===== config.mk =====
export PLATFORM = sky130hd
export DESIGN_NAME = at_response_line_framer_top_flat
export DESIGN_NICKNAME = d
export VERILOG_FILES = /design/src/sv/alf_pkg.sv /design/src/sv/alf_rx_if.sv /design/src/sv/alf_res_if.sv /design/src/sv/alf_ram.sv /design/src/sv/alf_front.sv /design/src/sv/alf_cmdq.sv /design/src/sv/alf_back.sv /design/src/sv/at_response_line_framer_top.sv /design/src/flat_wrapper.sv
export VERILOG_INCLUDE_DIRS = /design/src /design/src/sv
export SDC_FILE = /design/constraint.sdc
export NUM_CORES = 1
export LEC_CHECK = 0
export CAP_MARGIN = 10
export CELL_PAD_IN_SITES_DETAIL_PLACEMENT = 2
export CELL_PAD_IN_SITES_GLOBAL_PLACEMENT = 2
export CORE_MARGIN = 2
export CORE_UTILIZATION = 45
export DETAILED_ROUTE_END_ITERATION = 8
export DONT_BUFFER_PORTS = 1
export PLACE_DENSITY = 0.81
export SYNTH_ARGS = -nofsm -noshare
export SYNTH_HDL_FRONTEND = slang
export SYNTH_HIERARCHICAL = 1
export SYNTH_SLANG_ARGS = --single-unit

===== constraint.sdc =====
create_clock -name clk -period 3.8 [get_ports clk]
set_input_delay 0 -clock clk [delete_from_list [all_inputs] [get_ports clk]]
set_output_delay 0 -clock clk [all_outputs]
set_load 0.005 [all_outputs]

===== src/sv/at_response_line_framer_top_defines.svh =====
// assertion helpers shared by the line framer modules
`ifndef AT_RESPONSE_LINE_FRAMER_TOP_DEFINES_SVH
`define AT_RESPONSE_LINE_FRAMER_TOP_DEFINES_SVH

`ifndef SYNTHESIS
// same-cycle implication
`define ALF_ASSERT_IMP(label, clk, rst_n, ante, cons, msg) \
	label: assert property (@(posedge clk) disable iff (!rst_n) (ante) |-> (cons)) \
		else $error(msg);
// next-cycle implication
`define ALF_ASSERT_NXT(label, clk, rst_n, ante, cons, msg) \
	label: assert property (@(posedge clk) disable iff (!rst_n) (ante) |=> (cons)) \
		else $error(msg);
`else
`define ALF_ASSERT_IMP(label, clk, rst_n, ante, cons, msg)
`define ALF_ASSERT_NXT(label, clk, rst_n, ante, cons, msg)
`endif

`endif


===== src/sv/alf_pkg.sv =====
package alf_pkg;

	localparam int LINE_CAPACITY = 32;
	localparam int STORE_DEPTH   = LINE_CAPACITY - 1;
	localparam int LEN_W         = $clog2(LINE_CAPACITY);
	localparam int ADDR_W        = $clog2(STORE_DEPTH);
	localparam int CQ_DEPTH      = 2;
	localparam int CQ_PTR_W      = $clog2(CQ_DEPTH);
	localparam int CQ_CNT_W      = $clog2(CQ_DEPTH + 1);

	localparam logic [7:0] CH_CR  = 8'h0D;
	localparam logic [7:0] CH_LF  = 8'h0A;
	localparam logic [7:0] CH_GT  = 8'h3E;
	localparam logic [7:0] CH_SP  = 8'h20;
	localparam logic [7:0] CH_TAB = 8'h09;
	localparam logic [7:0] CH_NUL = 8'h00;

	typedef enum logic [1:0] {
		KIND_TAP    = 2'd0,
		KIND_CHAR   = 2'd1,
		KIND_PROMPT = 2'd2
	} kind_t;

	// one classified word handed from front to back
	typedef struct packed {
		logic [7:0]        ch;
		logic              prompt;
		logic              emit;
		logic [LEN_W-1:0]  emit_len;
		logic              store;
		logic [ADDR_W-1:0] store_addr;
	} cmd_t;

endpackage


===== src/sv/alf_rx_if.sv =====
interface alf_rx_if;
	logic       valid;
	logic       ready;
	logic [7:0] rx_byte;

	modport source (output valid, output rx_byte, input ready);
	modport sink (input valid, input rx_byte, output ready);
endinterface


===== src/sv/alf_res_if.sv =====
interface alf_res_if import alf_pkg::*; ();
	logic       valid;
	logic       ready;
	kind_t      kind;
	logic [7:0] data;
	logic       last;

	modport source (output valid, output kind, output data, output last, input ready);
	modport sink (input valid, input kind, input data, input last, output ready);
endinterface


===== src/sv/alf_ram.sv =====
module alf_ram #(
	parameter int WIDTH = 8,
	parameter int DEPTH = 31,
	localparam int AW = $clog2(DEPTH)
) (
	input  logic             clk,
	input  logic             wr_en,
	input  logic [AW-1:0]    wr_addr,
	input  logic [WIDTH-1:0] wr_data,
	input  logic             rd_en,
	input  logic [AW-1:0]    rd_addr,
	output logic [WIDTH-1:0] rd_data
);

	logic [WIDTH-1:0] mem_q [DEPTH];
	logic [WIDTH-1:0] rd_data_q;

	always_ff @(posedge clk) begin
		if (wr_en) begin
			mem_q[wr_addr] <= wr_data;
		end
		if (rd_en) begin
			rd_data_q <= mem_q[rd_addr];
		end
	end

	assign rd_data = rd_data_q;

endmodule


===== src/sv/alf_front.sv =====
module alf_front import alf_pkg::*; (
	input  logic  clk,
	input  logic  arst_n,
	input  logic  cfg_wr_en,
	input  logic  cfg_wr_data,
	alf_rx_if.sink rx,
	input  logic  q_full,
	output logic  q_push,
	output cmd_t  q_cmd
);

	`include "at_response_line_framer_top_defines.svh"

	logic             data_mode_q;
	logic [LEN_W-1:0] len_q, len_d;
	logic [LEN_W-1:0] zlen_q, zlen_d;
	logic             zero_q, zero_d;
	logic             nonblank_q, nonblank_d;
	logic [LEN_W-1:0] len_b, zlen_b;
	logic             zero_b, nonblank_b;
	logic             accept;
	logic [7:0]       c;

	assign rx.ready = !q_full;
	assign accept   = rx.valid && !q_full;
	assign c        = rx.rx_byte;
	assign q_push   = accept;

	always_comb begin
		q_cmd            = '0;
		q_cmd.ch         = c;
		q_cmd.emit_len   = zlen_q;
		len_d            = len_q;
		zlen_d           = zlen_q;
		zero_d           = zero_q;
		nonblank_d       = nonblank_q;
		len_b            = len_q;
		zlen_b           = zlen_q;
		zero_b           = zero_q;
		nonblank_b       = nonblank_q;
		if (!data_mode_q) begin
			if (c == CH_CR) begin
				// dropped
			end else if (c == CH_LF) begin
				if (len_q != '0) begin
					q_cmd.emit = nonblank_q;
					len_d      = '0;
					zlen_d     = '0;
					zero_d     = 1'b0;
					nonblank_d = 1'b0;
				end
			end else if (c == CH_GT && len_q == '0) begin
				q_cmd.prompt = 1'b1;
			end else begin
				// full store: cut the held line first
				if (len_q == LEN_W'(LINE_CAPACITY - 1)) begin
					q_cmd.emit = nonblank_q;
					len_b      = '0;
					zlen_b     = '0;
					zero_b     = 1'b0;
					nonblank_b = 1'b0;
				end
				q_cmd.store      = 1'b1;
				q_cmd.store_addr = len_b[ADDR_W-1:0];
				len_d            = len_b + 1'b1;
				zlen_d           = zlen_b;
				zero_d           = zero_b;
				nonblank_d       = nonblank_b;
				// track visible length and blankness up to the first zero byte
				if (!zero_b) begin
					if (c == CH_NUL) begin
						zero_d = 1'b1;
					end else begin
						zlen_d = zlen_b + 1'b1;
						if (!(c inside {CH_SP, CH_TAB})) begin
							nonblank_d = 1'b1;
						end
					end
				end
			end
		end
	end

	always_ff @(posedge clk or negedge arst_n) begin
		if (!arst_n) begin
			data_mode_q <= 1'b0;
			len_q       <= '0;
			zlen_q      <= '0;
			zero_q      <= 1'b0;
			nonblank_q  <= 1'b0;
		end else begin
			if (cfg_wr_en) begin
				data_mode_q <= cfg_wr_data;
			end
			if (accept) begin
				len_q      <= len_d;
				zlen_q     <= zlen_d;
				zero_q     <= zero_d;
				nonblank_q <= nonblank_d;
			end
		end
	end

	`ALF_ASSERT_IMP(a_zlen_in_len, clk, arst_n, 1'b1, zlen_q <= len_q,
		"visible length exceeds held length")
	`ALF_ASSERT_NXT(a_lf_clears, clk, arst_n, accept && !data_mode_q && c == CH_LF,
		len_q == '0, "line feed did not clear the line")

endmodule


===== src/sv/alf_cmdq.sv =====
module alf_cmdq import alf_pkg::*; (
	input  logic clk,
	input  logic arst_n,
	input  logic push,
	input  cmd_t push_cmd,
	output logic full,
	input  logic pop,
	output logic head_valid,
	output cmd_t head
);

	cmd_t                ent_q [CQ_DEPTH];
	logic [CQ_PTR_W-1:0] wr_ptr_q, rd_ptr_q;
	logic [CQ_CNT_W-1:0] cnt_q;
	logic                do_push, do_pop;

	function automatic logic [CQ_PTR_W-1:0] ptr_inc(input logic [CQ_PTR_W-1:0] p);
		logic [CQ_PTR_W-1:0] r;
		if (p == CQ_PTR_W'(CQ_DEPTH - 1)) begin
			r = '0;
		end else begin
			r = p + 1'b1;
		end
		return r;
	endfunction

	assign full       = (cnt_q == CQ_CNT_W'(CQ_DEPTH));
	assign head_valid = (cnt_q != '0);
	assign head       = ent_q[rd_ptr_q];
	assign do_push    = push && !full;
	assign do_pop     = pop && head_valid;

	always_ff @(posedge clk) begin
		if (do_push) begin
			ent_q[wr_ptr_q] <= push_cmd;
		end
	end

	always_ff @(posedge clk or negedge arst_n) begin
		if (!arst_n) begin
			wr_ptr_q <= '0;
			rd_ptr_q <= '0;
			cnt_q    <= '0;
		end else begin
			if (do_push) begin
				wr_ptr_q <= ptr_inc(wr_ptr_q);
			end
			if (do_pop) begin
				rd_ptr_q <= ptr_inc(rd_ptr_q);
			end
			if (do_push && !do_pop) begin
				cnt_q <= cnt_q + 1'b1;
			end else if (do_pop && !do_push) begin
				cnt_q <= cnt_q - 1'b1;
			end
		end
	end

endmodule


===== src/sv/alf_back.sv =====
module alf_back import alf_pkg::*; (
	input  logic      clk,
	input  logic      arst_n,
	input  logic      head_valid,
	input  cmd_t      head,
	output logic      pop,
	alf_res_if.source res
);

	`include "at_response_line_framer_top_defines.svh"

	typedef enum logic [2:0] {
		S_TAP    = 3'b001,
		S_PROMPT = 3'b010,
		S_CH     = 3'b100
	} state_t;

	state_t            state_q, state_d;
	logic [ADDR_W-1:0] idx_q, idx_d;
	logic              out_valid_q;
	kind_t             out_kind_q, ld_kind;
	logic [7:0]        out_data_q, ld_data;
	logic              out_last_q, ld_last;
	logic              out_free, load;
	logic              rd_en, wr_en;
	logic [ADDR_W-1:0] rd_addr;
	logic [7:0]        rd_data;
	logic              final_ch;

	assign out_free = !out_valid_q || res.ready;
	assign final_ch = (LEN_W'(idx_q) + 1'b1 == head.emit_len);

	alf_ram #(
		.WIDTH (8),
		.DEPTH (STORE_DEPTH)
	) u_store (
		.clk     (clk),
		.wr_en   (wr_en),
		.wr_addr (head.store_addr),
		.wr_data (head.ch),
		.rd_en   (rd_en),
		.rd_addr (rd_addr),
		.rd_data (rd_data)
	);

	always_comb begin
		state_d = state_q;
		idx_d   = idx_q;
		load    = 1'b0;
		ld_kind = KIND_TAP;
		ld_data = head.ch;
		ld_last = 1'b0;
		pop     = 1'b0;
		rd_en   = 1'b0;
		rd_addr = '0;
		wr_en   = 1'b0;
		case (state_q)
			S_TAP: begin
				if (head_valid && out_free) begin
					load    = 1'b1;
					ld_last = !(head.prompt || head.emit);
					if (head.prompt) begin
						state_d = S_PROMPT;
					end else if (head.emit) begin
						rd_en   = 1'b1;
						idx_d   = '0;
						state_d = S_CH;
					end else begin
						pop   = 1'b1;
						wr_en = head.store;
					end
				end
			end
			S_PROMPT: begin
				if (out_free) begin
					load    = 1'b1;
					ld_kind = KIND_PROMPT;
					ld_data = CH_GT;
					ld_last = 1'b1;
					pop     = 1'b1;
					wr_en   = head.store;
					state_d = S_TAP;
				end
			end
			S_CH: begin
				// read data for idx_q is ready; next read overlaps the load
				if (out_free) begin
					load    = 1'b1;
					ld_kind = KIND_CHAR;
					ld_data = rd_data;
					ld_last = final_ch;
					if (final_ch) begin
						pop     = 1'b1;
						wr_en   = head.store;
						state_d = S_TAP;
					end else begin
						rd_en   = 1'b1;
						rd_addr = idx_q + 1'b1;
						idx_d   = idx_q + 1'b1;
					end
				end
			end
			default: begin
				state_d = S_TAP;
			end
		endcase
	end

	always_ff @(posedge clk or negedge arst_n) begin
		if (!arst_n) begin
			state_q     <= S_TAP;
			idx_q       <= '0;
			out_valid_q <= 1'b0;
		end else begin
			state_q <= state_d;
			idx_q   <= idx_d;
			if (load) begin
				out_valid_q <= 1'b1;
			end else if (res.ready) begin
				out_valid_q <= 1'b0;
			end
		end
	end

	always_ff @(posedge clk) begin
		if (load) begin
			out_kind_q <= ld_kind;
			out_data_q <= ld_data;
			out_last_q <= ld_last;
		end
	end

	assign res.valid = out_valid_q;
	assign res.kind  = out_kind_q;
	assign res.data  = out_data_q;
	assign res.last  = out_last_q;

	`ALF_ASSERT_IMP(a_idx_in_line, clk, arst_n, state_q == S_CH,
		LEN_W'(idx_q) < head.emit_len, "line index past visible length")
	`ALF_ASSERT_IMP(a_head_held, clk, arst_n, state_q != S_TAP, head_valid,
		"command left the queue mid-sequence")
	`ALF_ASSERT_IMP(a_prompt_last, clk, arst_n, out_valid_q && out_kind_q == KIND_PROMPT,
		out_last_q, "prompt word not marked last")

endmodule


===== src/sv/at_response_line_framer_top.sv =====
// a received word is pushed into the command queue, and the back then registers
//   its tap result in the result output register
// the back sends a tap word per received word, then a prompt word or the
//   characters of an emitted line, one result word per cycle while the receiver takes them
// a two-entry command queue lets the front keep accepting while lines drain
// reset (arst_n, async low): clears mode, line length, queue and sequencer;
//   the line store memory is not cleared and needs no clearing pass
module at_response_line_framer_top import alf_pkg::*; (
	input  logic      clk,
	input  logic      arst_n,
	// data_mode register
	input  logic      cfg_wr_en,
	input  logic      cfg_wr_data,
	// received bytes in
	alf_rx_if.sink    rx,
	// tap, prompt and line words out
	alf_res_if.source res
);

	// front to queue
	logic q_push;
	cmd_t q_cmd;
	logic q_full;
	// queue to back
	logic q_pop;
	logic q_head_valid;
	cmd_t q_head;

	// front: takes a word, tracks the line length and blankness, classifies
	alf_front u_front (
		.clk         (clk),
		.arst_n      (arst_n),
		.cfg_wr_en   (cfg_wr_en),
		.cfg_wr_data (cfg_wr_data),
		.rx          (rx),
		.q_full      (q_full),
		.q_push      (q_push),
		.q_cmd       (q_cmd)
	);

	// short queue so each side stalls on its own
	alf_cmdq u_cmdq (
		.clk        (clk),
		.arst_n     (arst_n),
		.push       (q_push),
		.push_cmd   (q_cmd),
		.full       (q_full),
		.pop        (q_pop),
		.head_valid (q_head_valid),
		.head       (q_head)
	);

	// back: owns the line store, sends the tap word and then any prompt or line
	// characters, then writes the new character once any pending line is read out
	alf_back u_back (
		.clk        (clk),
		.arst_n     (arst_n),
		.head_valid (q_head_valid),
		.head       (q_head),
		.pop        (q_pop),
		.res        (res)
	);

endmodule


===== src/flat_wrapper.sv =====
// flat-port wrapper written by rule: the top's interface ports become plain ports
module at_response_line_framer_top_flat import alf_pkg::*;
  (clk, arst_n, cfg_wr_en, cfg_wr_data, rx_valid, rx_rx_byte, rx_ready, res_valid, res_kind, res_data, res_last, res_ready);
  alf_rx_if rx_i ();
  alf_res_if res_i ();
  input  logic clk;
  input  logic arst_n;
  input  logic cfg_wr_en;
  input  logic cfg_wr_data;
  input wire logic [$bits(rx_i.valid)-1:0] rx_valid;
  input wire logic [$bits(rx_i.rx_byte)-1:0] rx_rx_byte;
  output wire logic [$bits(rx_i.ready)-1:0] rx_ready;
  output wire logic [$bits(res_i.valid)-1:0] res_valid;
  output wire logic [$bits(res_i.kind)-1:0] res_kind;
  output wire logic [$bits(res_i.data)-1:0] res_data;
  output wire logic [$bits(res_i.last)-1:0] res_last;
  input wire logic [$bits(res_i.ready)-1:0] res_ready;
  assign rx_i.valid = rx_valid;
  assign rx_i.rx_byte = rx_rx_byte;
  assign rx_ready = rx_i.ready;
  assign res_valid = res_i.valid;
  assign res_kind = res_i.kind;
  assign res_data = res_i.data;
  assign res_last = res_i.last;
  assign res_i.ready = res_ready;
  at_response_line_framer_top u_core (.clk(clk), .arst_n(arst_n), .cfg_wr_en(cfg_wr_en), .cfg_wr_data(cfg_wr_data), .rx(rx_i), .res(res_i));
endmodule

==> results of run 1 <==
[layout by cell type, fill, tap and decap left out, types with 6 or more instances in the layout]
cell type and n:
sky130_fd_sc_hd__a21oi_1 16, sky130_fd_sc_hd__a22o_1 6, sky130_fd_sc_hd__a22oi_1 26, sky130_fd_sc_hd__and2_1 9, sky130_fd_sc_hd__and3_1 6, sky130_fd_sc_hd__buf_12 6, sky130_fd_sc_hd__buf_4 47, sky130_fd_sc_hd__clkbuf_16 39
sky130_fd_sc_hd__clkinv_1 11, sky130_fd_sc_hd__clkinv_2 6, sky130_fd_sc_hd__dfrtp_1 24, sky130_fd_sc_hd__dlygate4sd3_1 14, sky130_fd_sc_hd__edfxtp_1 309, sky130_fd_sc_hd__inv_1 13, sky130_fd_sc_hd__mux2_2 8, sky130_fd_sc_hd__mux2_4 20
sky130_fd_sc_hd__mux2i_1 76, sky130_fd_sc_hd__mux4_2 16, sky130_fd_sc_hd__nand2_1 43, sky130_fd_sc_hd__nand2b_1 11, sky130_fd_sc_hd__nand3_1 22, sky130_fd_sc_hd__nand3b_1 7, sky130_fd_sc_hd__nand4_1 9, sky130_fd_sc_hd__nor2_1 47
sky130_fd_sc_hd__nor2b_1 13, sky130_fd_sc_hd__nor3_1 6, sky130_fd_sc_hd__o21ai_0 10, sky130_fd_sc_hd__xnor2_1 10
[per-stage QoR]
stage / cells / utilization [%] / total power [uW]
2_1_floorplan: 867 / - / 6420
3_3_place_gp: 1270 / 48.0 / 6990
3_5_place_dp: 1270 / 48.0 / 7230
4_1_cts: 1354 / 52.7 / 11100
5_1_grt: 1354 / 52.8 / 11400
6_report: 1355 / 52.8 / 11100
[flip-flops by register name, indices dropped and copies added (netlist names)]
| register | cells |
|---|---|
| u_core/u_back/idx_q | 5 |
| u_core/u_back/u_store/rd_data | 8 |
| u_core/u_back/u_store/mem_q | 248 |
| u_core/u_front/nonblank_q | 1 |
| u_core/u_cmdq/wr_ptr_q | 1 |
| u_core/u_front/data_mode_q | 1 |
| u_core/u_cmdq/ent_q | 42 |
| u_core/u_back/state_q | 3 |
| u_core/u_back/res.data | 8 |
| u_core/u_front/zero_q | 1 |
| u_core/u_cmdq/cnt_q | 2 |
| u_core/u_cmdq/rd_ptr_q | 1 |
| u_core/u_front/zlen_q | 5 |
| u_core/u_front/len_q | 5 |
| u_core/u_back/res.valid | 1 |
| u_core/u_back/res.last | 1 |
| u_core/u_back/res.kind | 2 |
[cell type report]
cell class,count,area [sq um]
Timing Repair Buffer,69,657
Clock inverter,23,230
Multi-Input combinational cell,474,3850
Sequential cell,335,9930
Clock buffer,44,1000
Tap cell,396,495
Antenna cell,1,2.50
Inverter,13,48.8
Fill cell,2740,14500
[worst max-delay path, delay by kind of cell (launching register included)]
family | cells | cell delay, ns
buffers and inverters | 1 | 0.31
multiplexers | 1 | 0.35
AND/OR/NAND/NOR | 5 | 1.62
flip-flops | 1 | 0.48
AO/OA/AOI/OAI | 4 | 0.74
[logic make-up after synthesis]
| kind of cell | Yosys count | synth area share (%) |
|---|---|---|
| compound gates | 115 | 6.12 |
| xor+xnor | 16 | 1.09 |
| fa+ha+maj | 4 | 0.354 |
| buf+inv | 58 | 2.86 |
| flops | 335 | 70.1 |
| mux | 124 | 11.2 |
| simple gates | 215 | 8.23 |
[where the power goes]
part,switching [uW],internal (uW),total (uW)
clock,1540,2220,3760
combinational,1460,694,2150
sequential,333,4810,5140
[worst paths after layout]
kind / endpoint / slack (ns)
worst max-delay path: u_core/u_back/u_store/rd_data[4] / -0.01
min in group asynchronous: u_core/u_back/idx_q[2] / 0.57
max in group asynchronous: u_core/u_cmdq/rd_ptr_q / 3.05
worst max register to register: u_core/u_back/u_store/rd_data[4] / -0.01
worst min-delay path: u_core/u_cmdq/ent_q[0][12] / 0.09
worst min register to register: u_core/u_front/nonblank_q / 0.51
[layer usage]
metal,wire length [um],track usage [%]
met1,18300,35.3
met2,24400,51.7
met3,2680,5.60
met4,1680,10.7
met5,38,0
[repair_timing]
item,CTS,global route
hold endpoints to repair,57,0
resized for setup,3,5
setup buffers,0,0
gates cloned,1,0
setup endpoints to repair,4,30
hold buffers,16,0
==> impl_table.tex, run 1 <==
\begin{tabular}{lr}
\hline
Metric & Value \\
\hline
\multicolumn{2}{l}{\textbf{Timing}} \\
Unrepaired setup endpoints after global routing & false \\
Clock Skew & 0.0170 ns \\
Pin slew with the least headroom to its limit & 1.05 ns \\
Final hold viol count & 0 \\
Final-layout setup total negative slack & -0.0146 ns \\
Fraction of the cycle the final worst path needs & 100\% \\
Fmax & 262 MHz \\
Final-layout worst hold slack & 0.0866 ns \\
Headroom to the max-slew limit & 30.1\% \\
Setup violators final & 1 \\
Final setup slack of the worst path & -0.0146 ns \\
Minimum clock period & 3.81 ns \\
Final Max Tran Viols & 0 \\
\multicolumn{2}{l}{\textbf{Yosys}} \\
Flip-flop and latch count after synthesis & 335 \\
Leading cell type by number of instances after synthesis & sky130\_fd\_sc\_hd\_\_edfxtp\_1 \\
Synth Net Count & 885 \\
Biggest area consumer among synthesized cells & sky130\_fd\_sc\_hd\_\_edfxtp\_1 \\
Post-Synthesis Cell Area & 14200 sq um \\
Sequential share of the synthesized area & 70.1\% \\
YS warnings & 6 \\
Gate count of the mapped netlist & 867 \\
Predominant post-synthesis flop cell & sky130\_fd\_sc\_hd\_\_edfxtp\_1 \\
Async SR Flop Fraction & 7.76\% \\
Distinct cell type count after synthesis & 80 \\
Area contributors post-synth & sky130\_fd\_sc\_hd\_\_edfxtp\_1, sky130\_fd\_sc\_hd\_\_mux2i\_1, sky130\_fd\_sc\_hd\_\_dfrtp\_1, sky130\_fd\_sc\_hd\_\_mux4\_2, sky130\_fd\_sc\_hd\_\_mux2\_4 \\
Synth top area share & 65.5\% \\
Count of flip-flops with a built-in enable after synthesis & 309 \\
Mean instance size in the synthesized netlist & 16.3 sq um \\
List of most frequent post-synthesis cells & sky130\_fd\_sc\_hd\_\_edfxtp\_1, sky130\_fd\_sc\_hd\_\_mux2i\_1, sky130\_fd\_sc\_hd\_\_nor2\_1 \\
\multicolumn{2}{l}{\textbf{Run}} \\
Max-Cap Viols & 0 \\
\multicolumn{2}{l}{\textbf{Global route}} \\
GRT Overall Usage & 29.1\% \\
Vias in the first global route & 9286 \\
Global-route congestion overflow total & 0 \\
Number of antenna violations at the first check in global routing & 4 \\
Global-route wire length before repair & 68.2 mm \\
Largest net degree at the start of global routing & 38 \\
\multicolumn{2}{l}{\textbf{Floorplanning}} \\
Die width & 181 um \\
Initial standard-cell utilization of the core & 46.0\% \\
Placeable core area & 30700 sq um \\
I/O pin cnt & 27 \\
Core Rows & 64 \\
Die H & 181 um \\
Die footprint & 32900 sq um \\
\multicolumn{2}{l}{\textbf{Setup path}} \\
Worst reg2reg startpoint & u\_core/u\_cmdq/rd\_ptr\_q \\
Required @ worst endpoint & 4.04 ns \\
Slowest cell on the critical path & sky130\_fd\_sc\_hd\_\_nor2\_1 \\
Type of the setup path with the least slack & reg -> reg \\
Critical path startpoint & u\_core/u\_cmdq/rd\_ptr\_q \\
Launching element type of the critical path & register \\
Critical Path Fanout Max & 6 \\
Critical Path Sink Type & register \\
Critical Path Max Stage Delay & 0.77 ns \\
Arrival time of the worst setup path & 4.05 ns \\
Worst reg-to-reg path cell count & 11 \\
Series of cell instances along the critical path & mux2\_4 -> nor2b\_1 -> a211oi\_2 -> o32a\_1 -> o21ai\_4 -> nor2\_1 -> buf\_4 -> nand2b\_1 -> a21oi\_1 -> nand3\_1 -> nand4\_1 \\
\multicolumn{2}{l}{\textbf{Clock tree}} \\
Clk buf depth & 3 \\
Num CTS Buffers & 37 \\
Root cell of the clock tree & sky130\_fd\_sc\_hd\_\_clkbuf\_16 \\
Clk Latency, worst-skew pair & 0.54 ns \\
TritonCTS Sinks & 335 \\
Post-CTS clock slew at the launch and capture registers of the worst setup and hold paths & 0.06 ns \\
CTS tree & built \\
H-Tree Level Count & 2 \\
\multicolumn{2}{l}{\textbf{Place}} \\
Placed wire-length estimate & 28.7 mm \\
Number of I/O port buffers & 0 \\
Worst slack, placed & 0.0515 ns \\
Instance area at placement & 14800 sq um \\
Final estimated routing congestion in global placement & 0.782 \\
\multicolumn{2}{l}{\textbf{Power}} \\
Worst-case vdd ir drop & 0.000330 V \\
Power per standard cell area & 681 nW/um\^{}2 \\
Static Leak & 0.00539 uW \\
\multicolumn{2}{l}{\textbf{Drt}} \\
Router iterations before antenna repair & 5 \\
Remaining design rule violation count & 0 \\
Initial DRC Count & 843 \\
Post-DR vias/cell & 6.22 \\
Sum of routed wire length over all layers & 47.0 mm \\
Number of vias in the routed layout & 8433 \\
Detail Route Antenna Nets & 0 \\
Average wire per standard cell & 34.7 um \\
\multicolumn{2}{l}{\textbf{Final layout}} \\
Share of final-layout standard cells stronger than drive strength 1 & 19.8\% \\
Non-Filler Cell Area, Final & 16200 sq um \\
Final net count & 948 \\
Layout Area Growth over Synthesis & 14.6\% \\
\multicolumn{2}{l}{\textbf{Hold path}} \\
Number of cells on the worst hold path & 3 \\
Hold crit path type & in -> reg \\
Hold Crit Start & rx\_rx\_byte[0] \\
\multicolumn{2}{l}{\textbf{Run status}} \\
Violated checks & setup timing \\
Outcome & complete, but fails checks \\
\hline
\end{tabular}
Power figures use the tool's default switching activity.
==> run 2: changes to the inputs <==
Clock period 3.8 ns to 3.7 ns, I/O delays scaled along.
==> impl_table.tex, run 2 (synthesis gave the netlist of run 1 again) <==
\begin{tabular}{lr}
\hline
Metric & Value \\
\hline
\multicolumn{2}{l}{\textbf{Timing}} \\
Headroom to the max-slew limit & 25.0\% (-5.1 points) \\
Final-layout setup total negative slack & -0.0900 ns (-0.0754 ns) \\
Clock Skew & 0.0282 ns (+0.0112 ns) \\
Unrepaired setup endpoints after global routing & true \\
Final Max Tran Viols & 0 (unchanged) \\
Fraction of the cycle the final worst path needs & 102\% (+2.0 points) \\
Fmax & 264 MHz (+0.65\%) \\
Pin slew with the least headroom to its limit & 1.12 ns (+0.0676 ns) \\
Final hold viol count & 0 (unchanged) \\
Minimum clock period & 3.79 ns (-0.0246 ns) \\
Final setup slack of the worst path & -0.0900 ns (-0.0754 ns) \\
Setup violators final & 1 (unchanged) \\
\multicolumn{2}{l}{\textbf{Floorplanning}} \\
Die footprint & 32900 sq um (unchanged) \\
Placeable core area & 30700 sq um (unchanged) \\
Die H & 181 um (unchanged) \\
Initial standard-cell utilization of the core & 46.0\% (unchanged) \\
Die width & 181 um (unchanged) \\
Core Rows & 64 (unchanged) \\
I/O pin cnt & 27 (unchanged) \\
\multicolumn{2}{l}{\textbf{Final layout}} \\
Area taken by flip-flops and latches & 9930 sq um (unchanged) \\
Combined area of the multi-input logic cells & 3940 sq um (+2.2\%) \\
Flip-flop count of the largest register, all copies and words added & 248 (unchanged) \\
Commonest non-fill, non-tap cell in the layout & sky130\_fd\_sc\_hd\_\_edfxtp\_1 \\
FILL cells & 2717 (-0.84\%) \\
Fraction of the core area covered by cells at the end of the flow & 52.1\% (-0.65 points) \\
Ant diodes & 0 (-1) \\
Share of final-layout standard cells stronger than drive strength 1 & 20.5\% (+0.64 points) \\
Largest register by flop count & u\_core/u\_back/u\_store/mem\_q \\
Layout Area Growth over Synthesis & 13.2\% \\
Final net count & 925 (-2.4\%) \\
Registers with the most flip-flops & u\_core/u\_back/u\_store/mem\_q: 248 flops, u\_core/u\_cmdq/ent\_q: 42 flops \\
Leading cell types in the layout, fill and taps excluded & sky130\_fd\_sc\_hd\_\_edfxtp\_1, sky130\_fd\_sc\_hd\_\_mux2i\_1, sky130\_fd\_sc\_hd\_\_nand2\_1, sky130\_fd\_sc\_hd\_\_clkbuf\_16 \\
\multicolumn{2}{l}{\textbf{Setup path}} \\
Slack of the worst reg-to-reg path & -0.09 ns (-0.08 ns) \\
Critical Path Fanout Max & 22 (+16) \\
Launching element type of the critical path & register \\
Critical Path Sink Type & register \\
Worst reg-to-reg path cell count & 12 (+1) \\
Required @ worst endpoint & 3.99 ns (-0.05 ns) \\
Reg2reg end & u\_core/u\_back/u\_store/rd\_data[3] \\
Worst reg2reg startpoint & u\_core/u\_cmdq/rd\_ptr\_q \\
Type of the setup path with the least slack & reg -> reg \\
Arrival time of the worst setup path & 4.08 ns (+0.03 ns) \\
\multicolumn{2}{l}{\textbf{Power}} \\
Reported net switching power & 3590 uW (+7.8\%) \\
Static Leak & 0.00521 uW (-3.4\%) \\
Share of power burned in registers & 47.2\% (+0.7 points) \\
Fraction of power spent switching nets & 31.9\% (+1.8 points) \\
Internal power contribution & 7660 uW (-0.83\%) \\
Power per standard cell area & 702 nW/um\^{}2 (+3.0\%) \\
Worst-case vdd ir drop & 0.000315 V (-4.5\%) \\
Combinational power share & 21.0\% (+1.5 points) \\
Power share of the clock group & 31.8\% (-2.2 points) \\
\multicolumn{2}{l}{\textbf{Global route}} \\
Global-route wire length before repair & 65.9 mm (-3.4\%) \\
GRT Overall Usage & 27.8\% (-1.3 points) \\
Number of antenna violations at the first check in global routing & 3 (-1) \\
Global-route congestion overflow total & 0 (unchanged) \\
Largest net degree at the start of global routing & 45 (+18\%) \\
Vias in the first global route & 9342 (+0.60\%) \\
\multicolumn{2}{l}{\textbf{Place}} \\
Placed wire-length estimate & 29.3 mm (+2.0\%) \\
Final estimated routing congestion in global placement & 0.851 (+8.8\%) \\
Number of I/O port buffers & 0 (unchanged) \\
\multicolumn{2}{l}{\textbf{Clock tree}} \\
Root cell of the clock tree & sky130\_fd\_sc\_hd\_\_clkbuf\_16 \\
Clk buf depth & 3 (unchanged) \\
CTS tree & built \\
Post-CTS clock slew at the launch and capture registers of the worst setup and hold paths & 0.06 ns (about the same) \\
TritonCTS Sinks & 335 (unchanged) \\
H-Tree Level Count & 2 (unchanged) \\
Num CTS Buffers & 37 (unchanged) \\
Clk Latency, worst-skew pair & 0.54 ns (about the same) \\
\multicolumn{2}{l}{\textbf{Run}} \\
Max-Cap Viols & 0 (unchanged) \\
\multicolumn{2}{l}{\textbf{Hold path}} \\
Number of cells on the worst hold path & 4 (+1) \\
Hold Path End & u\_core/u\_cmdq/wr\_ptr\_q \\
Hold crit path type & in -> reg \\
Hold Crit Start & rx\_valid \\
\multicolumn{2}{l}{\textbf{Drt}} \\
Average wire per standard cell & 36.5 um (+5.1\%) \\
Detail Route Antenna Nets & 0 (unchanged) \\
Remaining design rule violation count & 0 (unchanged) \\
Sum of routed wire length over all layers & 48.5 mm (+3.1\%) \\
Number of vias in the routed layout & 8498 (+0.77\%) \\
Post-DR vias/cell & 6.39 (+2.7\%) \\
Router iterations before antenna repair & 5 (unchanged) \\
Initial DRC Count & 812 (-3.7\%) \\
\multicolumn{2}{l}{\textbf{Run status}} \\
Outcome & complete, but fails checks \\
Violated checks & setup timing \\
\hline
\end{tabular}
==> run 2: cell count changes in the layout (fill, tap and decap cells not counted), moves of 3 or more <==
cell and change:
sky130_fd_sc_hd__nor2_2 +21, sky130_fd_sc_hd__buf_4 -22, sky130_fd_sc_hd__bufinv_16 -5, sky130_fd_sc_hd__clkbuf_1 +6, sky130_fd_sc_hd__nor2b_1 +3, sky130_fd_sc_hd__clkinv_1 -6, sky130_fd_sc_hd__nor2b_2 -3, sky130_fd_sc_hd__nor2_1 -21
==> run 2: final cells by class <==
cell class	count	area share, %
Sequential cell	335	62.0
Timing Repair Buffer	46	3.05
Clock buffer	52	6.58
Inverter	13	0.304
Tap cell	396	3.09
Multi-Input combinational cell	474	24.6
Clock inverter	13	0.414
==> run 2: worst max-delay path by stage <==
| stage | cells after the start | slack [ns] | to | from |
|---|---|---|---|---|
| finish | 12 | -0.09 | u_core/u_back/u_store/rd_data[3] | u_core/u_cmdq/rd_ptr_q |
| global route | 12 | -0.15 | u_core/u_back/u_store/rd_data[3] | u_core/u_back/idx_q[1] |
| CTS | 12 | 0.008 | u_core/u_back/u_store/rd_data[3] | u_core/u_cmdq/rd_ptr_q |
| detailed placement | 11 | -0.25 | u_core/u_back/u_store/rd_data[3] | u_core/u_cmdq/rd_ptr_q |
| global placement | 11 | 0.03 | u_core/u_back/u_store/rd_data[3] | u_core/u_cmdq/rd_ptr_q |
| floorplan | 11 | 0.31 | u_core/u_back/u_store/mem_q[0][0] | u_core/u_cmdq/rd_ptr_q |
==> run 2: critical path: stages (launching register included) <==
cell	delay, ns
sky130_fd_sc_hd__dfrtp_2	0.46
sky130_fd_sc_hd__mux2_4	0.35
sky130_fd_sc_hd__nor2b_1	0.15
sky130_fd_sc_hd__a211oi_2	0.23
sky130_fd_sc_hd__o32a_1	0.27
sky130_fd_sc_hd__o21ai_4	0.11
sky130_fd_sc_hd__buf_4	0.17
sky130_fd_sc_hd__nor2_4	0.29
sky130_fd_sc_hd__buf_12	0.26
sky130_fd_sc_hd__mux4_2	0.57
sky130_fd_sc_hd__nand2_1	0.13
sky130_fd_sc_hd__nand4_1	0.27
sky130_fd_sc_hd__o221a_1	0.25
==> run 2: per-layer routing <==
layer / GRT usage (%) / wire length [um]
met5: 0 / 41
met2: 47.9 / 24900
met4: 13.6 / 2210
met3: 5.60 / 2970
met1: 33.6 / 18300
==> run 2: through the flow <==
step	area [sq um]	instances	setup slack, ns	power [uW]	hold slack (ns)
2_1_floorplan	14200	867	0.310	6600	-0.296
3_3_place_gp	14600	1245	0.0267	7190	-0.294
3_5_place_dp	14600	1245	-0.250	7520	-0.295
4_1_cts	15900	1327	0.00805	11100	0.00646
5_1_grt	16000	1329	-0.153	11600	0.0533
6_report	16000	1329	-0.0900	11200	0.0196
==> run 2: power groups by stage <==
| stage | logic, uW | clock network [uW] | registers (uW) |
|---|---|---|---|
| 4_1_cts | 2290 | 3520 | 5280 |
| 2_1_floorplan | 1460 | 0 | 5140 |
| 3_3_place_gp | 1930 | 0 | 5260 |
| 5_1_grt | 2490 | 3740 | 5340 |
| 6_report | 2360 | 3580 | 5300 |
| 3_5_place_dp | 2170 | 0 | 5340 |
==> run 2: what timing repair did <==
action | in CTS | in global routing
pin swaps | 3 | 2
setup buffers | 3 | 0
cloned | 0 | 2
resized for setup | 19 | 15
hold endpoints to repair | 54 | 0
hold buffers | 14 | 0
setup endpoints to repair | 99 | 102
==> run 3: changes to the inputs <==
Settings changed: SETUP_SLACK_MARGIN from default to 0.02.
Clock period 3.7 ns to 4.1 ns, I/O delays scaled along.
==> impl_table.tex, run 3 (synthesis gave the netlist of run 1 again) <==
\begin{tabular}{lr}
\hline
Metric & Value \\
\hline
\multicolumn{2}{l}{\textbf{Timing}} \\
Final Max Tran Viols & 0 (unchanged) \\
Minimum clock period & 3.94 ns (+0.152 ns) \\
Fmax & 254 MHz (-3.9\%) \\
Unrepaired setup endpoints after global routing & false \\
Setup violators final & 0 (-1) \\
Final hold viol count & 0 (unchanged) \\
Headroom to the max-slew limit & 25.1\% (+0.075 points) \\
Clock Skew & 0.0261 ns (-0.00206 ns) \\
Final-layout worst hold slack & 0.0271 ns (+0.00741 ns) \\
Fraction of the cycle the final worst path needs & 96.1\% (-6.3 points) \\
Final-layout setup total negative slack & 0 ns (+0.0900 ns) \\
Pin slew with the least headroom to its limit & 1.12 ns (+0.00747 ns) \\
\multicolumn{2}{l}{\textbf{Power}} \\
Power per standard cell area & 616 nW/um\^{}2 (-12\%) \\
Power share of the clock group & 32.5\% (+0.7 points) \\
Internal power contribution & 6950 uW (-9.3\%) \\
Combinational power share & 19.5\% (-1.5 points) \\
Reported net switching power & 2930 uW (-18\%) \\
Static Leak & 0.00529 uW (+1.7\%) \\
Fraction of power spent switching nets & 29.7\% (-2.2 points) \\
Worst-case vdd ir drop & 0.000318 V (+0.93\%) \\
Share of power burned in registers & 48.1\% (+0.9 points) \\
\multicolumn{2}{l}{\textbf{Clock tree}} \\
H-Tree Level Count & 2 (unchanged) \\
Post-CTS clock slew at the launch and capture registers of the worst setup and hold paths & 0.06 ns (about the same) \\
CTS tree & built \\
Count of instances resized after the clock tree is built & 0 (-19) \\
Root cell of the clock tree & sky130\_fd\_sc\_hd\_\_clkbuf\_16 \\
Clk buf depth & 3 (unchanged) \\
Num CTS Buffers & 37 (unchanged) \\
TritonCTS Sinks & 335 (unchanged) \\
Clk Latency, worst-skew pair & 0.53 ns (about the same) \\
\multicolumn{2}{l}{\textbf{Final layout}} \\
Final net count & 941 (+1.7\%) \\
Flip-flop count of the largest register, all copies and words added & 248 (unchanged) \\
Ant diodes & 0 (unchanged) \\
Layout Area Growth over Synthesis & 13.3\% (about the same) \\
Largest register by flop count & u\_core/u\_back/u\_store/mem\_q \\
Leading cell types in the layout, fill and taps excluded & sky130\_fd\_sc\_hd\_\_edfxtp\_1, sky130\_fd\_sc\_hd\_\_mux2i\_1, sky130\_fd\_sc\_hd\_\_nor2\_1, sky130\_fd\_sc\_hd\_\_nand2\_1, sky130\_fd\_sc\_hd\_\_buf\_4 \\
FILL cells & 2734 (+0.63\%) \\
Area taken by flip-flops and latches & 9930 sq um (about the same) \\
Registers with the most flip-flops & u\_core/u\_back/u\_store/mem\_q: 248 flops, u\_core/u\_cmdq/ent\_q: 42 flops \\
Share of final-layout standard cells stronger than drive strength 1 & 18.5\% (-1.9 points) \\
Commonest non-fill, non-tap cell in the layout & sky130\_fd\_sc\_hd\_\_edfxtp\_1 \\
Combined area of the multi-input logic cells & 3840 sq um (-2.5\%) \\
\multicolumn{2}{l}{\textbf{Floorplanning}} \\
Placeable core area & 30700 sq um (unchanged) \\
Die footprint & 32900 sq um (unchanged) \\
Initial standard-cell utilization of the core & 46.0\% (unchanged) \\
Core Rows & 64 (unchanged) \\
Die H & 181 um (unchanged) \\
Die width & 181 um (unchanged) \\
I/O pin cnt & 27 (unchanged) \\
\multicolumn{2}{l}{\textbf{Drt}} \\
Sum of routed wire length over all layers & 42.6 mm (-12\%) \\
Detail Route Antenna Nets & 0 (unchanged) \\
Post-DR vias/cell & 6.05 (-5.4\%) \\
Initial DRC Count & 756 (-6.9\%) \\
Router iterations before antenna repair & 5 (unchanged) \\
Number of vias in the routed layout & 8136 (-4.3\%) \\
Average wire per standard cell & 31.7 um (-13\%) \\
Remaining design rule violation count & 0 (unchanged) \\
\multicolumn{2}{l}{\textbf{Global route}} \\
GRT Overall Usage & 26.4\% (-1.4 points) \\
Global-route wire length before repair & 63.2 mm (-4.1\%) \\
Global-route congestion overflow total & 0 (unchanged) \\
Largest net degree at the start of global routing & 34 (-24\%) \\
Number of antenna violations at the first check in global routing & 0 (-3) \\
Vias in the first global route & 9197 (-1.6\%) \\
\multicolumn{2}{l}{\textbf{Run status}} \\
Outcome & finished, final reports clean \\
\multicolumn{2}{l}{\textbf{Setup path}} \\
Critical Path Fanout Max & 18 (-18\%) \\
Type of the setup path with the least slack & reg -> reg \\
Required @ worst endpoint & 4.34 ns (+0.35 ns) \\
Critical Path Sink Type & register \\
Launching element type of the critical path & register \\
Arrival time of the worst setup path & 4.18 ns (+0.10 ns) \\
\multicolumn{2}{l}{\textbf{Place}} \\
Final estimated routing congestion in global placement & 0.784 (-7.9\%) \\
Number of I/O port buffers & 0 (unchanged) \\
Placed wire-length estimate & 27.9 mm (-4.8\%) \\
\multicolumn{2}{l}{\textbf{Run}} \\
Max-Cap Viols & 0 (unchanged) \\
\multicolumn{2}{l}{\textbf{Hold path}} \\
Hold crit path type & in -> async \\
\hline
\end{tabular}
## run 3: repair_timing
| action | in CTS | in global routing |
|---|---|---|
| endpoints found under the hold margin | 57 | 0 |
| buffers inserted | 0 | 0 |
| setup endpoints to repair | 0 | 0 |
| hold buffers | 15 | 0 |
## run 3: path summary, 6_finish.rpt
check,start,to,depth (start not counted),slack (ns)
max in group asynchronous,arst_n,u_core/u_front/nonblank_q,3,3.90
worst max register to register,u_core/u_cmdq/rd_ptr_q,u_core/u_back/u_store/rd_data[6],10,0.16
worst min register to register,u_core/u_cmdq/cnt_q[1],u_core/u_cmdq/cnt_q[1],1,0.51
worst max-delay path,u_core/u_cmdq/rd_ptr_q,u_core/u_back/u_store/rd_data[6],10,0.16
worst min-delay path,arst_n,u_core/u_back/idx_q[2],3,0.03
min in group clk,rx_rx_byte[0],u_core/u_cmdq/ent_q[0][12],3,0.13
## run 3: layout make-up
| type | count | share of cell area (%) |
|---|---|---|
| clock inverters | 15 | 0.858 |
| inverters | 13 | 0.304 |
| well taps | 396 | 3.09 |
| multi-input cells | 474 | 23.9 |
| flip-flops and latches | 335 | 61.9 |
| clock buffers | 50 | 6.27 |
| repair buffers | 62 | 3.60 |
## run 3: through the flow
stage                     worst slack [ns]  util, %  std cells  instance area, sq um  total power (uW)
after floorplan                      0.710        -        867                 14200              5950
after global placement               0.472     47.8       1264                 14700              6440
after detailed placement             0.275     47.8       1264                 14700              6690
after CTS                            0.192     52.1       1344                 16000              9940
after global routing                0.0210     52.1       1345                 16000             10200
final                                0.158     52.1       1345                 16000              9880
## run 3: critical path, stage by stage (launching register included)
cell,delay [ns]
sky130_fd_sc_hd__dfrtp_1,0.52
sky130_fd_sc_hd__buf_4,0.39
sky130_fd_sc_hd__mux2_4,0.34
sky130_fd_sc_hd__xor2_1,0.16
sky130_fd_sc_hd__nand3_2,0.15
sky130_fd_sc_hd__o21ai_4,0.13
sky130_fd_sc_hd__nor2_1,0.80
sky130_fd_sc_hd__nor2b_1,0.66
sky130_fd_sc_hd__a21oi_1,0.17
sky130_fd_sc_hd__nand3_1,0.17
sky130_fd_sc_hd__nand4_1,0.15
## run 3: metal layers
layer / global-route usage (%) / wire [um]
met1: 31.9 / 16700
met2: 49.0 / 23000
met3: 3.17 / 1630
met4: 8.72 / 1320
met5: 0 / 0
## run 3: power groups by stage
stage / Sequential, uW / Clock (uW) / Combinational (uW)
after floorplan: 4640 / 0 / 1310
after global placement: 4760 / 0 / 1680
after detailed placement: 4820 / 0 / 1870
after CTS: 4750 / 3260 / 1930
after global routing: 4790 / 3370 / 2070
final: 4750 / 3210 / 1920
